==> config.mk <==
export PLATFORM = sky130hd
export DESIGN_NAME = buzzer_pattern_timer
export DESIGN_NICKNAME = d
export VERILOG_FILES = /design/src/rtl/bpt_pkg.sv /design/src/rtl/bpt_core.sv /design/src/rtl/buzzer_pattern_timer.sv
export SDC_FILE = /design/constraint.sdc
export NUM_CORES = 1
export LEC_CHECK = 0
export ABC_AREA = 1
export BUFFER_PORTS_ARGS = -buffer_cell sky130_fd_sc_hd__buf_2
export CORE_UTILIZATION = 32
export CTS_CLUSTER_DIAMETER = 30
export DETAILED_ROUTE_END_ITERATION = 10
export MAX_ROUTING_LAYER = met4
export PLACE_DENSITY = 0.49
export SLEW_MARGIN = 30
export SYNTH_ARGS = -nofsm -noshare
export SYNTH_HDL_FRONTEND = slang
export SYNTH_HIERARCHICAL = 1
export SYNTH_SLANG_ARGS = --single-unit
==> constraint.sdc <==
create_clock -name clk -period 4.6 [get_ports clk]
set_input_delay 0.23 -clock clk [delete_from_list [all_inputs] [get_ports clk]]
set_output_delay 0.23 -clock clk [all_outputs]
set_load 0.1 [all_outputs]
==> src/rtl/bpt_pkg.sv <==
package bpt_pkg;

  // Field widths
  localparam int unsigned OP_W    = 3;
  localparam int unsigned LEN_W   = 16;
  localparam int unsigned COUNT_W = 8;
  localparam int unsigned MODE_W  = 2;

  // Defaults for the top level
  localparam int unsigned DEFAULT_TIME_BITS = 16;
  localparam logic [LEN_W-1:0] DEFAULT_DURATION_RST = 16'd100;

  // Command codes
  localparam logic [OP_W-1:0] OP_TICK   = 3'd0;
  localparam logic [OP_W-1:0] OP_SINGLE = 3'd1;
  localparam logic [OP_W-1:0] OP_REPEAT = 3'd2;
  localparam logic [OP_W-1:0] OP_CONT   = 3'd3;
  localparam logic [OP_W-1:0] OP_CANCEL = 3'd4;

  // Mode codes
  localparam logic [MODE_W-1:0] MODE_IDLE   = 2'd0;
  localparam logic [MODE_W-1:0] MODE_SINGLE = 2'd1;
  localparam logic [MODE_W-1:0] MODE_SEQ    = 2'd2;
  localparam logic [MODE_W-1:0] MODE_CONT   = 2'd3;

  // One registered input beat
  typedef struct packed {
    logic [COUNT_W-1:0] pulse_count;
    logic [LEN_W-1:0]   off_ticks;
    logic [LEN_W-1:0]   on_ticks;
    logic [OP_W-1:0]    op;
  } bpt_cmd_t;

  // Result of one step
  typedef struct packed {
    logic busy_res;
    logic buzzer_level;
  } bpt_res_t;

endpackage

==> src/rtl/bpt_core.sv <==
module bpt_core
  import bpt_pkg::*;
#(
  parameter int unsigned TIME_BITS = DEFAULT_TIME_BITS
) (
  input  logic             clk,
  input  logic             rst_n,
  input  logic             step_en,
  input  bpt_cmd_t         cmd,
  input  logic [LEN_W-1:0] default_duration,
  output bpt_res_t         res_nxt
);

  logic [MODE_W-1:0]    mode_r, mode_nxt;
  logic [TIME_BITS-1:0] remaining_r, remaining_nxt;
  logic                 level_r, level_nxt;
  logic [COUNT_W-1:0]   pulses_r, pulses_nxt;
  logic [TIME_BITS-1:0] on_len_r, on_len_nxt;
  logic [TIME_BITS-1:0] off_len_r, off_len_nxt;

  logic [LEN_W-1:0]     single_len;
  logic [TIME_BITS-1:0] on_fit, off_fit, single_fit, rem_dec;
  logic [COUNT_W-1:0]   pulses_dec;
  logic                 phase_done;

  // Saturate a 16-bit length into the timer width
  function automatic logic [TIME_BITS-1:0] fit_time(input logic [LEN_W-1:0] v);
    logic [31:0] wide;
    wide = {{(32-LEN_W){1'b0}}, v};
    if ((wide >> TIME_BITS) != 32'd0) begin
      fit_time = '1;
    end else begin
      fit_time = wide[TIME_BITS-1:0];
    end
  endfunction

  assign single_len = (cmd.on_ticks == '0) ? default_duration : cmd.on_ticks;
  assign on_fit     = fit_time(cmd.on_ticks);
  assign off_fit    = fit_time(cmd.off_ticks);
  assign single_fit = fit_time(single_len);
  assign rem_dec    = remaining_r - TIME_BITS'(1);
  assign pulses_dec = pulses_r - COUNT_W'(1);
  // Phase ends when the counter is already zero or reaches zero now
  assign phase_done = (remaining_r == '0) || (rem_dec == '0);

  // Next state for one step
  always_comb begin
    mode_nxt      = mode_r;
    remaining_nxt = remaining_r;
    level_nxt     = level_r;
    pulses_nxt    = pulses_r;
    on_len_nxt    = on_len_r;
    off_len_nxt   = off_len_r;
    case (cmd.op)
      OP_TICK: begin
        if (mode_r != MODE_IDLE) begin
          if (!phase_done) begin
            remaining_nxt = rem_dec;
          end else if (mode_r == MODE_SINGLE ||
                       (mode_r == MODE_SEQ && !level_r && pulses_dec == '0)) begin
            mode_nxt      = MODE_IDLE;
            remaining_nxt = '0;
            level_nxt     = 1'b0;
            pulses_nxt    = '0;
            on_len_nxt    = '0;
            off_len_nxt   = '0;
          end else begin
            if (mode_r == MODE_SEQ && !level_r) begin
              pulses_nxt = pulses_dec;
            end
            remaining_nxt = level_r ? off_len_r : on_len_r;
            level_nxt     = !level_r;
          end
        end
      end
      OP_SINGLE: begin
        mode_nxt      = MODE_SINGLE;
        on_len_nxt    = single_fit;
        off_len_nxt   = '0;
        pulses_nxt    = '0;
        remaining_nxt = single_fit;
        level_nxt     = 1'b1;
      end
      OP_REPEAT: begin
        mode_nxt      = MODE_SEQ;
        on_len_nxt    = on_fit;
        off_len_nxt   = off_fit;
        pulses_nxt    = cmd.pulse_count;
        remaining_nxt = on_fit;
        level_nxt     = 1'b1;
      end
      OP_CONT: begin
        mode_nxt      = MODE_CONT;
        on_len_nxt    = on_fit;
        off_len_nxt   = off_fit;
        pulses_nxt    = '0;
        remaining_nxt = on_fit;
        level_nxt     = 1'b1;
      end
      OP_CANCEL: begin
        mode_nxt      = MODE_IDLE;
        remaining_nxt = '0;
        level_nxt     = 1'b0;
        pulses_nxt    = '0;
        on_len_nxt    = '0;
        off_len_nxt   = '0;
      end
      default: begin
      end
    endcase
  end

  assign res_nxt.buzzer_level = level_nxt;
  assign res_nxt.busy_res     = (mode_nxt != MODE_IDLE);

  // Pattern state
  always_ff @(posedge clk) begin
    if (!rst_n) begin
      mode_r      <= MODE_IDLE;
      remaining_r <= '0;
      level_r     <= 1'b0;
      pulses_r    <= '0;
      on_len_r    <= '0;
      off_len_r   <= '0;
    end else if (step_en) begin
      mode_r      <= mode_nxt;
      remaining_r <= remaining_nxt;
      level_r     <= level_nxt;
      pulses_r    <= pulses_nxt;
      on_len_r    <= on_len_nxt;
      off_len_r   <= off_len_nxt;
    end
  end

endmodule

==> src/rtl/buzzer_pattern_timer.sv <==
// Channel | Dir | Ports                   | Beat contents
// in      | in  | in_tvalid/tready/tdata  | op, on_ticks, off_ticks, pulse_count
// out     | out | out_tvalid/tready/tdata | buzzer_level, busy_res
// cfg     | in  | cfg_valid/ready/data    | default_duration
//
// One input beat per cycle while the output is not stalled; its result
// passes through the input register, then the result register.
// The step logic between the two registers is the whole per-beat work.
// rst_n is synchronous: pattern idle, buzzer off, default_duration = 100.
// An output stall holds the result register and, once the input register
// is full, drops in_tready; no beat is lost or duplicated.
module buzzer_pattern_timer
  import bpt_pkg::*;
#(
  parameter int unsigned TIME_BITS = DEFAULT_TIME_BITS
) (
  input  logic             clk,
  input  logic             rst_n,
  input  logic             in_tvalid,
  output logic             in_tready,
  input  logic [47:0]      in_tdata,   // op[2:0], on_ticks[18:3], off_ticks[34:19],
                                       // pulse_count[42:35], zero pad
  output logic             out_tvalid,
  input  logic             out_tready,
  output logic [7:0]       out_tdata,  // buzzer_level[0], busy_res[1], zero pad
  input  logic             cfg_valid,
  output logic             cfg_ready,
  input  logic [LEN_W-1:0] cfg_data    // default_duration
);

  logic             in_vld_r;
  bpt_cmd_t         cmd_r;
  logic             out_vld_r;
  bpt_res_t         res_r;
  bpt_res_t         res_nxt;
  logic [LEN_W-1:0] default_duration_r;
  logic             advance;

  // Stage moves when the result register is free or being drained
  assign advance   = !out_vld_r || out_tready;
  assign in_tready = !in_vld_r || advance;
  assign cfg_ready = 1'b1;

  // Input register
  always_ff @(posedge clk) begin
    if (!rst_n) begin
      in_vld_r <= 1'b0;
    end else if (in_tready) begin
      in_vld_r <= in_tvalid;
    end
  end

  always_ff @(posedge clk) begin
    if (in_tready && in_tvalid) begin
      cmd_r <= in_tdata[$bits(bpt_cmd_t)-1:0];
    end
  end

  // Configuration register
  always_ff @(posedge clk) begin
    if (!rst_n) begin
      default_duration_r <= DEFAULT_DURATION_RST;
    end else if (cfg_valid && cfg_ready) begin
      default_duration_r <= cfg_data;
    end
  end

  bpt_core #(
    .TIME_BITS (TIME_BITS)
  ) u_core (
    .clk              (clk),
    .rst_n            (rst_n),
    .step_en          (in_vld_r && advance),
    .cmd              (cmd_r),
    .default_duration (default_duration_r),
    .res_nxt          (res_nxt)
  );

  // Result register
  always_ff @(posedge clk) begin
    if (!rst_n) begin
      out_vld_r <= 1'b0;
    end else if (advance) begin
      out_vld_r <= in_vld_r;
    end
  end

  always_ff @(posedge clk) begin
    if (advance && in_vld_r) begin
      res_r <= res_nxt;
    end
  end

  assign out_tvalid = out_vld_r;
  assign out_tdata  = {6'b0, res_r};

endmodule

==> flow_summary.yaml <==
sta:
  drv_slew: 0
  fin_skew_ns: 0.0142
  rsz0062_at_grt: "false"
  hold_viol: 0
  clock.fmax_ghz: 0.308
  finalCritPeriodShare_pct: 70.7
  slew_headroom_pct: 43.1
  fin_ws_ns: 1.35
  tightestPinTransition_ns: 0.851
  setup_viol: 0
  finalCriticalPeriod_ns: 3.25
  setup-tns-final_ns: 0
final_layout:
  drive_gt1_share_pct: 13.1
  mostFrequentLayoutCells: "191 x nand2_1, 125 x nor2_1, 101 x o21ai_0"
  final_common_cell: "nand2_1"
  area_growth_pct: 24.1
  num-nets-final: 994
  antenna_cells: 0
  fin_cells: 1167
  postLayoutCellArea_sq_um: 7540
  fill_cells: 1942
logic_synthesis:
  synth.avg_cell_area_sq_um: 7.43
  netlist_instances: 818
  yosysTopAreaCellShare_pct: 25.4
  yosysWarnings: 6
  synth_area_leader_cell: "dfxtp_1"
  yosys-top-cells-area: "dfxtp_1 25%, edfxtp_1 22%, nand2_1 12%"
  synth_area_sq_um: 6080
  synth_edf_count: 45
  synth.distinct_cells: 36
  ys_seq_area_share_pct: 47.6
  synthFlopType: "dfxtp_1"
  async_reset_ff_share_pct: 0
  ys_ff_latch: 122
clock_network:
  cts_setup_buffers: 0
  ctsHoldBuffers: 43
  htree_num_levels: 4
  cts_buffer_depth: 2
  cts_tree: "built"
  clk_pin_slew_ns: 0.06
  cts_root_buffer: "clkbuf_16"
  numCtsBuffers: 17
  cts.sinks: 122
  post_cts_resized: 0
  clk_latency_ns: 0.42
worst_setup_path:
  worstPathMaxFanout: 33
  critPathBufInv: 2
  path_delay_family: "simple AND/OR/NAND/NOR gates"
  slowest_delay_ns: 0.52
  crit_arrival_ns: 3.53
  crit_chain: "nor3_2, nand4_1, nor3_2, nand3_1, nand2_1, inv_1, nand2_1, nand3_4, inv_4, nand2_1, o21ai_0, nor2_1"
  crit_top_cell: "nand2_1"
  cp-end-kind: "register"
  path_class: "reg2reg"
  crit_required_ns: 4.88
  cp-start-kind: "register"
  slowest_stage: "dfxtp_1"
placement:
  dpl-instance-area_sq_um: 6550
  place_ws_ns: 1.37
  hpwl_microns: 11800
  dp_cells: 1092
  port-buffer-count: 67
  place.gp.congestion: 0.900
route:
  antenna_left: 0
  drt_pre_antenna_iters: 8
  wl_per_cell_microns: 14.0
  drt_iter0_markers: 364
  drc: 0
  detail_route.vias_per_cell: 4.71
  routed_wl_microns: 16400
  num_vias: 5492
global_route:
  grt_pass1_vias: 5146
  antenna_found_initial: 0
  grt_max_degree: 57
  gr-total-overflow: 0
  busiest_layer: "met2"
  grt_use_met1_pct: 22.8
  use_met2_pct: 29.4
  grt_usage_pct: 18.2
  met3_usage_pct: 3.03
  grt_pass1_wl_microns: 26500
power:
  switching_share_pct: 30.3
  clockPowerShare_pct: 41.2
  p_leak_nw: 3.27
  peakVddDrop_mv: 0.245
  p_comb_share_pct: 18.5
  p_sw_mw: 0.932
  p_int_mw: 2.14
  pwr-share-seq_pct: 40.3
  total_power_mw: 3.07
  powerDensity_nw_per_um2: 407
worst_hold_path:
  min_path_type: "in2reg"
floorplanning:
  core-area_sq_um: 18600
  initial_core_util_pct: 32.6
  chipHeight_microns: 140
  die_x_microns: 140
  dieArea_sq_um: 19500
  pin_count: 80
  rows: 50
job:
  maxCapViolCount: 0
outcome:
  status: "completed"
==> synthesized netlist by cell type, types with 8 or more instances <==
master and n:
buf_2 8, buf_4 10, a21oi_1 43, nor2_1 125, o21ai_1 11, o2111ai_1 8, o21ai_0 101, nand2_1 191
nor3_1 9, edfxtp_1 45, inv_1 87, nand4_1 9, clkbuf_1 16, dfxtp_1 77, nand3_1 34
==> path summary, 6_finish.rpt <==
kind                                         from                                 end  slack [ns]  cells past startpoint
hold reg to reg   u_core/on_len_r[0]$_SDFFE_PN0P_     u_core/on_len_r[0]$_SDFFE_PN0P_        0.45                      2
setup / recovery      u_core/level_r$_SDFFE_PN0P_    u_core/off_len_r[3]$_SDFFE_PN0P_        1.35                     12
hold / removal                        cfg_data[2]  default_duration_r[2]$_SDFFE_PN1P_        0.03                      3
setup reg to reg      u_core/level_r$_SDFFE_PN0P_    u_core/off_len_r[3]$_SDFFE_PN0P_        1.35                     12
==> worst register-to-register path, delay by kind of cell (launching register included) <==
kind            cells  cell delay, ns
compound gates      1            0.09
buf+inv             2            0.57
flops               1            0.52
simple gates        9            1.95
==> cell families after synthesis <==
kind of cell    count (synthesis)  share of synthesized area (%)
buf+inv                       128                           9.23
fa+ha+maj                       5                           1.03
mux                             1                          0.165
flops                         122                           47.6
simple gates                  387                           26.6
compound gates                167                           14.4
xor+xnor                        6                          0.865
other cells                     2                          0.124
==> stage by stage <==
stage	hold slack, ns	util [%]
2_1_floorplan	0.329	-
3_3_place_gp	0.406	35.1
3_5_place_dp	0.408	35.1
4_1_cts	0.00728	40.4
5_1_grt	0.0306	40.4
6_report	0.0317	40.4
==> power by group through the flow <==
stage / logic, mW / clock network, mW / registers (mW)
after floorplan: 0.403 / 0 / 1.25
after global placement: 0.541 / 0 / 1.26
after detailed placement: 0.539 / 0 / 1.26
after CTS: 0.569 / 1.30 / 1.24
after global routing: 0.644 / 1.34 / 1.25
final: 0.568 / 1.27 / 1.24
==> state kept, by name, indices dropped and copies added, names as in the netlist <==
signal,count
u_core/level_r,1
u_core/remaining_r,16
out_tvalid,1
u_core/off_len_r,16
out_tdata,2
u_core/mode_r,2
in_vld_r,1
u_core/pulses_r,8
default_duration_r,16
u_core/on_len_r,16
cmd_r,43
==> area by class of cell <==
type                            instances  area [sq um]  share of cell area (%)
Sequential cell                       122          2890                    38.4
Multi-Input combinational cell        573          2640                    35.0
Timing Repair Buffer                  116           811                    10.8
Clock buffer                           19           443                    5.87
Inverter                               90           340                    4.51
Tap cell                              234           293                    3.88
Clock inverter                         13           119                    1.58
==> per-layer routing <==
| metal | routed length, microns | part of all wire [%] |
|---|---|---|
| met3 | 594 | 3.6 |
| met2 | 7820 | 48 |
| met5 | 0 | 0 |
| met1 | 7720 | 47 |
| met4 | 237 | 1.4 |
No activity file was read; power rests on OpenSTA's default activity.
